`src/rtl/apq_pkg.sv`:
```
`default_nettype none
// ----------------------------------------------------------------------------
// apq_pkg
// Types and codes shared by the aging priority queue cells and top level.
// ----------------------------------------------------------------------------
package apq_pkg;

    localparam int ID_W    = 8;
    localparam int PRIO_W  = 8;
    localparam int COUNT_W = 3;

    localparam logic [PRIO_W-1:0] PRIO_MAX = {PRIO_W{1'b1}};

    typedef enum logic
    {
        OP_ENQUEUE = 1'b0,
        OP_DEQUEUE = 1'b1
    } op_t;

    typedef enum logic [1:0]
    {
        STATUS_OK    = 2'd0,
        STATUS_FULL  = 2'd1,
        STATUS_EMPTY = 2'd2
    } status_t;

    typedef struct packed
    {
        op_t               operation;
        logic [ID_W-1:0]   requester_id;
        logic [PRIO_W-1:0] priority_req;
    } in_item_t;

    typedef struct packed
    {
        logic               served_valid;
        logic [ID_W-1:0]    served_id;
        status_t            status;
        logic [COUNT_W-1:0] entry_count;
    } out_item_t;

    // contents of one queue slot
    typedef struct packed
    {
        logic              valid;
        logic [ID_W-1:0]   id;
        logic [PRIO_W-1:0] prio;
    } slot_t;

    // operation broadcast to every cell
    typedef struct packed
    {
        logic              enq;
        logic              deq;
        logic [ID_W-1:0]   new_id;
        logic [PRIO_W-1:0] new_prio;
    } cell_ctrl_t;

endpackage
`default_nettype wire

```
`src/rtl/apq_cell.sv`:
```
`default_nettype none
// ----------------------------------------------------------------------------
// apq_cell
// One slot of the sorted queue: inserts, shifts toward the tail on enqueue,
// shifts toward the head with aging on dequeue.
// ----------------------------------------------------------------------------
module apq_cell
    import apq_pkg::*;
(
    input  wire logic       clk,
    input  wire logic       rst_n,
    input  wire cell_ctrl_t ctrl,
    input  wire slot_t      prev_slot,
    input  wire logic       prev_after,
    input  wire slot_t      next_slot,
    output slot_t           slot,
    output logic            after
);

    slot_t slot_reg;
    slot_t slot_next;

    // new item belongs in front of this slot (monotone along the chain)
    assign after = !(slot_reg.valid && (slot_reg.prio >= ctrl.new_prio));
    assign slot  = slot_reg;

    always_comb
    begin
        slot_next = slot_reg;
        if (ctrl.deq)
        begin
            slot_next.valid = next_slot.valid;
            slot_next.id    = next_slot.id;
            slot_next.prio  = (next_slot.prio == PRIO_MAX) ? PRIO_MAX
                                                           : next_slot.prio + 1'b1;
        end
        else if (ctrl.enq && after)
        begin
            if (prev_after)
            begin
                slot_next = prev_slot;
            end
            else
            begin
                slot_next.valid = 1'b1;
                slot_next.id    = ctrl.new_id;
                slot_next.prio  = ctrl.new_prio;
            end
        end
    end

    always_ff @(posedge clk or negedge rst_n)
    begin
        if (!rst_n)
        begin
            slot_reg <= '0;
        end
        else
        begin
            slot_reg <= slot_next;
        end
    end

endmodule
`default_nettype wire

```
`src/rtl/aging_priority_queue_core.sv`:
```
`default_nettype none
// ----------------------------------------------------------------------------
// aging_priority_queue_core
// Sorted priority queue with aging, built as a chain of slot cells.
// ----------------------------------------------------------------------------
// result: registered, valid in the cycle after the item is accepted
// throughput: one item per cycle; each cell updates from its two neighbors
//   combinationally, so the next item is taken whenever the result register
//   is empty or being drained
// reset: all slots invalid, count zero, no result pending
module aging_priority_queue_core
    import apq_pkg::*;
#(
    parameter int QUEUE_DEPTH = 4
)
(
    input  wire logic     clk,
    input  wire logic     rst_n,
    input  wire logic     in_valid,
    output logic          in_ready,
    input  wire in_item_t in_item,
    output logic          out_valid,
    input  wire logic     out_ready,
    output out_item_t     out_item
);

    localparam int CNT_W = $clog2(QUEUE_DEPTH + 1);
    localparam logic [CNT_W-1:0] DEPTH_CNT = CNT_W'(QUEUE_DEPTH);

    logic [CNT_W-1:0] count_reg;
    logic [CNT_W-1:0] count_next;
    logic             out_valid_reg;
    logic             out_valid_next;
    out_item_t        out_item_reg;
    out_item_t        out_item_next;

    cell_ctrl_t       ctrl;
    slot_t            slots [QUEUE_DEPTH];
    logic             after [QUEUE_DEPTH];
    logic             accept;
    logic             is_full;
    logic             is_empty;

    assign in_ready  = !out_valid_reg || out_ready;
    assign accept    = in_valid && in_ready;
    assign is_full   = (count_reg == DEPTH_CNT);
    assign is_empty  = (count_reg == '0);
    assign out_valid = out_valid_reg;
    assign out_item  = out_item_reg;

    always_comb
    begin
        ctrl.enq      = accept && (in_item.operation == OP_ENQUEUE) && !is_full;
        ctrl.deq      = accept && (in_item.operation == OP_DEQUEUE) && !is_empty;
        ctrl.new_id   = in_item.requester_id;
        ctrl.new_prio = in_item.priority_req;
    end

    genvar k;
    generate
        for (k = 0; k < QUEUE_DEPTH; k++)
        begin : g_cell
            slot_t prev_slot;
            slot_t next_slot;
            logic  prev_after;

            if (k == 0)
            begin : g_head
                assign prev_slot  = '0;
                assign prev_after = 1'b0;
            end
            else
            begin : g_mid
                assign prev_slot  = slots[k-1];
                assign prev_after = after[k-1];
            end

            if (k == QUEUE_DEPTH - 1)
            begin : g_tail
                assign next_slot = '0;
            end
            else
            begin : g_body
                assign next_slot = slots[k+1];
            end

            apq_cell u_cell
            (
                .clk        (clk),
                .rst_n      (rst_n),
                .ctrl       (ctrl),
                .prev_slot  (prev_slot),
                .prev_after (prev_after),
                .next_slot  (next_slot),
                .slot       (slots[k]),
                .after      (after[k])
            );
        end
    endgenerate

    always_comb
    begin
        count_next = count_reg;
        if (ctrl.enq)
        begin
            count_next = count_reg + 1'b1;
        end
        else if (ctrl.deq)
        begin
            count_next = count_reg - 1'b1;
        end
    end

    always_comb
    begin
        out_valid_next = out_valid_reg;
        out_item_next  = out_item_reg;
        if (accept)
        begin
            out_valid_next             = 1'b1;
            out_item_next.served_valid = ctrl.deq;
            out_item_next.served_id    = ctrl.deq ? slots[0].id : '0;
            out_item_next.entry_count  = COUNT_W'(count_next);
            if (in_item.operation == OP_DEQUEUE)
            begin
                out_item_next.status = is_empty ? STATUS_EMPTY : STATUS_OK;
            end
            else
            begin
                out_item_next.status = is_full ? STATUS_FULL : STATUS_OK;
            end
        end
        else if (out_ready)
        begin
            out_valid_next = 1'b0;
        end
    end

    always_ff @(posedge clk or negedge rst_n)
    begin
        if (!rst_n)
        begin
            count_reg     <= '0;
            out_valid_reg <= 1'b0;
        end
        else
        begin
            count_reg     <= count_next;
            out_valid_reg <= out_valid_next;
        end
    end

    always_ff @(posedge clk)
    begin
        out_item_reg <= out_item_next;
    end

endmodule
`default_nettype wire
```
`config.mk`:
```
export PLATFORM = sky130hd
export DESIGN_NAME = aging_priority_queue_core
export DESIGN_NICKNAME = d
export VERILOG_FILES = /design/src/rtl/apq_pkg.sv /design/src/rtl/apq_cell.sv /design/src/rtl/aging_priority_queue_core.sv
export SDC_FILE = /design/constraint.sdc
export NUM_CORES = 1
export LEC_CHECK = 0
export ABC_AREA = 1
export BUFFER_PORTS_ARGS = -buffer_cell sky130_fd_sc_hd__clkbuf_2
export CAP_MARGIN = 20
export CORE_ASPECT_RATIO = 1.25
export CORE_MARGIN = 2
export CORE_UTILIZATION = 30
export CTS_BUF_LIST = sky130_fd_sc_hd__clkbuf_16
export DETAILED_ROUTE_END_ITERATION = 16
export MAX_ROUTING_LAYER = met4
export PLACE_DENSITY = 0.57
export SLEW_MARGIN = 10
export SYNTH_ARGS = -nofsm -noshare
export SYNTH_HDL_FRONTEND = slang
export SYNTH_SLANG_ARGS = --single-unit
```
`constraint.sdc`:
```
create_clock -name clk -period 2.71 [get_ports clk]
set_input_delay 0.271 -clock clk [delete_from_list [all_inputs] [get_ports clk]]
set_output_delay 0.271 -clock clk [all_outputs]
set_load 0.01 [all_outputs]
```
=== Word level (Yosys, flattened, before mapping) ===
Cells that the tools add are included.
Widths: inputs -> output; s select.

* Add/sub/neg operators: 5
* $lt $le $gt $ge: 4
* Equality and inequality tests: 4
* Muxes and demuxes: 21
* Bitwise logic cells: 1
* Reduce and logical (&&, ||, !) cells: 27

{| class="wikitable"
|+ Operator list
! operator !! number
|-
| $mux 17 || 11
|-
| $ge 8x8->1 || 4
|-
| $add 8x1->8 const B || 3
|-
| $eq 8x8->1 const B || 3
|-
| $mux 8 || 3
|-
| $logic_and 1x1->1 || 13
|-
| $reduce_bool 2->1 || 5
|-
| $logic_not 1->1 || 7
|-
| $mux 3 || 2
|-
| $mux 2 || 2
|-
| $add 3x1->3 const B || 1
|-
| $eq 3x3->1 const B || 1
|-
| $logic_not 3->1 || 1
|-
| $mux 1 || 3
|-
| $sub 3x1->3 const B || 1
|-
| $logic_or 1x1->1 || 1
|-
| $not 1->1 || 1
|}

* Flip-flop bits (word level): 86
* Bits of input ports: 21
* Output and inout port bits: 16
* Word-level logic and storage cells: 80

=== Depth between registers and ports, before layout ===
* Word-level depth: 8
* Gate-level depth with buffers: 15
* Depth with buffers taken out: 14

=== Modules after synthesis ===
A second synthesis with hierarchy kept.

* Cell total of the unflattened synthesis: 902
* Area total of the unflattened synthesis: 6,299.8 µm²

{| class="wikitable"
|+ By module, submodules not included
! module !! instances !! cells an instance !! area an instance (µm²) !! sequential area each (µm²)
|-
| apq_cell || 4 || 206 || 1,367.6 || 425.4
|-
| aging_priority_queue_core || 1 || 78 || 829.5 || 520.5
|}

=== Worst setup path before layout ===
No wires, ideal clock.

* Kind: register to register
* Start: register count_reg[0]
* End: register out_item_reg, in the netlist out_item[1] (data pin)
* Setup time: 264 ps
* Data arrival time: 1,576 ps
* Data required time: 2,446 ps
* Slack: 870 ps
* Cell stages (with the launch flop): 11
* Path buffers: 2
* Clock period less this slack: 1,840 ps
* Path through: dfrtp_1 -> inv_1 -> ha_1 -> inv_1 -> nor2_1 -> nor3_4 -> buf_4 -> buf_2 -> nand2_1 -> o211ai_1 -> nand2_1

{| class="wikitable"
|+ RTL lines
! what !! RTL line !! RTL
|-
| from (decl) || aging_priority_queue_core.sv:30 || <nowiki>logic [CNT_W-1:0] count_reg;</nowiki>
|-
| from (signal assigned) || aging_priority_queue_core.sv:148 || <nowiki>count_reg <= count_next;</nowiki>
|-
| to (signal assigned) || aging_priority_queue_core.sv:155 || <nowiki>out_item_reg <= out_item_next;</nowiki>
|-
| to (decl) || aging_priority_queue_core.sv:34 || <nowiki>out_item_t out_item_reg;</nowiki>
|}

=== Worst setup path in the final report ===
* Start: register count_reg[0]
* End: register g_cell[3].u_cell.slot_reg, in the netlist g_cell[3].u_cell.slot[10]

* Longest elaborated chain between the ends: 5
* Elaborated cells on any way between the ends: 9
* Those cells by class: 1 x eq/ne; 1 x mux; 7 x reduce/logical

{| class="wikitable"
|+ RTL lines
! what !! RTL line !! RTL
|-
| $eq 3x3->1 || aging_priority_queue_core.sv:46 || <nowiki>assign is_full = (count_reg == DEPTH_CNT);</nowiki>
|-
| $logic_not 1->1 || aging_priority_queue_core.sv:53 || <nowiki>ctrl.enq = accept && (in_item.operation == OP_ENQUEUE) && !is_full;</nowiki>
|-
| $logic_and 1x1->1 || aging_priority_queue_core.sv:53 ||
|-
| $logic_and 1x1->1 || apq_cell.sv:37 || <nowiki>else if (ctrl.enq && after)</nowiki>
|-
| $reduce_bool 2->1 (no source line) || - ||
|-
| to (signal assigned) || apq_cell.sv:60 || <nowiki>slot_reg <= slot_next;</nowiki>
|-
| to (decl) || apq_cell.sv:20 || <nowiki>slot_t slot_reg;</nowiki>
|}

Several ways; a longest one is shown, not always the timed one.
A chain may end at the register's enable or synchronous reset.

==> impl_metrics.env <==
export IMPL_drtIter0Drc=286
export IMPL_post_cts_setup_buffer_count=0
export IMPL_setup_viol=0
export IMPL_avgSynthCellArea_um2=7.01
export IMPL_vias=5229
export IMPL_fin_crit_sh=0.872
export IMPL_maxSlewViolCount=0
export IMPL_synth_top_family_by_area="simple AND/OR/NAND/NOR gates"
export IMPL_wire_per_inst_um=14.1
export IMPL_ctsHoldBuffers=0
export IMPL_cts_max_level=3
export IMPL_num_io_pins=37
export IMPL_end_kind="flop"
export IMPL_worst_slew_pin_slew_ps=966
export IMPL_route_detailed_drc=0
export IMPL_fillCellCount=2028
export IMPL_die_area_um2=20000
export IMPL_track_usage=0.166
export IMPL_critPathLaunchType="flop"
export IMPL_period_minus_slack_ps=2360
export IMPL_yosysTopAreaCell="dfrtp_1"
export IMPL_critPathKind="reg2reg"
export IMPL_rsz0062_at_grt="no"
export IMPL_n_antenna_cell=0
export IMPL_antenna_found_initial=0
export IMPL_cts_resized_gates=0
export IMPL_clk_latency_ps=360
export IMPL_syn_inst=807
export IMPL_synth_area_um2=5650
export IMPL_final_net_count=897
export IMPL_synth_nets=866
export IMPL_hp_class="in2async"
export IMPL_cts_sinks=86
export IMPL_yosys_area_share_simple=0.376
export IMPL_r2r_start="count_reg[0]"
export IMPL_rows=56
export IMPL_clk_path_buf_depth=2
export IMPL_dpl_cell_area_um2=6140
export IMPL_root_buffer="clkbuf_16"
export IMPL_dpl_hpwl_um=11200
export IMPL_power_density_nw_per_um2=1060
export IMPL_start_util=0.303
export IMPL_ir_drop_mv=0.366
export IMPL_tns_ps=0
export IMPL_synth_most_common_cell="nand2_1"
export IMPL_r2r_end="g_cell[3].u_cell.slot[10]"
export IMPL_clk_pin_slew_worst_paths_ps=70
export IMPL_crit_required_ps=2960
export IMPL_outcome="completed"
export IMPL_finalHoldViolCount=0
export IMPL_cts_tree="built"
export IMPL_synth_edf_count=14
export IMPL_core_um2=18600
export IMPL_skew_ps=9.94
export IMPL_layout_drive_gt1_share=0.0996
export IMPL_finalInstanceArea_um2=6430
export IMPL_grt_pass1_wl_um=25400
export IMPL_ys_seq_area_frac=0.393
export IMPL_yosysUniqueCellTypes=30
export IMPL_max_freq_mhz=423
export IMPL_cp_max_fo=16
export IMPL_wirelength_um=15100
export IMPL_ys_seq_elements=86
export IMPL_max_cap_viol_count=0
export IMPL_die_x_um=127
export IMPL_worst_r2r_cell_count=11
export IMPL_grt_start_max_net_pins=77
export IMPL_synth_adder_area_share=0.0841
export IMPL_first_global_vias=5174
export IMPL_leakage_uw=0.00350
export IMPL_firstDrtPassIters=7
export IMPL_yosys_top_cells_count="nand2_1 (288), nand3_1 (110), nor2_1 (102)"
export IMPL_viasPerCell=4.86
export IMPL_yosys_warnings=0
export IMPL_synthXorXnorAreaFrac=0.0201
export IMPL_grt_overflow=0
export IMPL_io_buffers=36
export IMPL_cp_data_arrival_time_ps=2610
export IMPL_slew_headroom=0.356
export IMPL_synth_compound_area_share=0.0584
export IMPL_largest_reg_flops=68
export IMPL_numCtsBuffers=9
export IMPL_ant_nets=0
export IMPL_die_h_um=157
export IMPL_area_growth_pct=13.7
export IMPL_async_flop_share=0.837
export IMPL_gp_congestion=0.830
export IMPL_r2r_slack_ps=350
export IMPL_netlist_area_leader_share=0.319
export IMPL_yosys_top_cells_area="dfrtp_1 (32%), nand2_1 (19%), nand3_1 (9.7%)"
export IMPL_synthFlopType="dfrtp_1"
export IMPL_synthMuxAreaShare=0
[layout make-up]
class	instances	area [µm²]	share of cell area
timing repair buffer	55	350	0.0545
sequential	86	2220	0.346
clock buffer	9	225	0.0350
clock inverter	7	67.6	0.0105
tap	232	290	0.0451
inverter	61	229	0.0356
multi-input combinational	625	3050	0.474
[routing by layer]
| metal | vias up | global-route usage | wire length [µm] |
|---|---|---|---|
| li1 | 2656 | - | - |
| met1 | 2457 | 0.191 | 6420 |
| met2 | 91 | 0.292 | 7880 |
| met3 | 25 | 0.0245 | 471 |
| met4 | 0 | 0.0649 | 370 |
| met5 | - | - | 0 |
[cell families after synthesis]
group           count (synthesis)
buf+inv                        96
fa+ha+maj                      38
simple gates                  517
xor+xnor                       13
flops                          86
compound gates                 57
[placed cells by master (no fill, tap or decap)]
master      Yosys  final
nor3b_1         1      1
a21oi_1        27     27
o22ai_1         7      7
o21ai_0        12     12
clkinvlp_4      0      1
buf_4           2     18
ha_1           38     38
a31oi_1         1      1
clkbuf_16       0      9
nand2_2         5      5
a21oi_4         1      1
inv_6           0      3
xnor2_1         2      2
buf_12          0      2
nor3_4          1      1
nand3_1       110    110
nor2_1        102    102
o211ai_1        2      2
edfxtp_1       14     14
inv_2           2      3
nand2_1       288    288
nor2_2          2      2
nand4_1         3      3
inv_1          59     58
a31o_2          1      1
o21bai_1        2      2
xor2_1         11     11
dfrtp_1        72     72
nor3_1          5      5
inv_8           0      3
o21a_1          3      3
clkbuf_2        0     35
a21o_1          1      1
[worst max-delay path: stages (launching register included)]
cell,delay [ps]
dfrtp_1,350
inv_1,80
ha_1,210
inv_1,70
nor2_1,60
nor3_4,480
buf_4,270
nor2_2,60
a21oi_4,290
inv_2,210
nand2_1,100
nand2_1,60
[worst max-delay path by stage]
stage | from | depth (start not counted) | endpoint | slack (ps)
after global placement | in_item[1] | 14 | g_cell[2].u_cell.slot[2] | 270
after CTS | count_reg[1] | 12 | g_cell[1].u_cell.slot[8] | 310
after global routing | count_reg[1] | 11 | g_cell[3].u_cell.slot[12] | 70
after detailed placement | in_item[1] | 14 | g_cell[2].u_cell.slot[2] | 230
after floorplan | count_reg[0] | 10 | out_item[1] | 870
final | count_reg[0] | 11 | g_cell[3].u_cell.slot[10] | 350
[where the power goes]
group,switching (µW),total (µW),leakage [µW],internal (µW)
Clock,604,1260,0.000143,651
Sequential,509,2360,0.00102,1850
Combinational,1990,3180,0.00234,1190
[per-stage QoR]
step                cells  utilization  hold WS, ps  total power [µW]  setup slack, ps
floorplan             807            -        -24.6              4610              870
global placement     1059        0.329          464              5530              275
detailed placement   1059        0.329          466              5570              234
CTS                  1075        0.345          118              6860              309
global route         1075        0.345          157              7510             71.8
finish               1075        0.345         66.4              6790              347
Power figures use the tool's default switching activity.
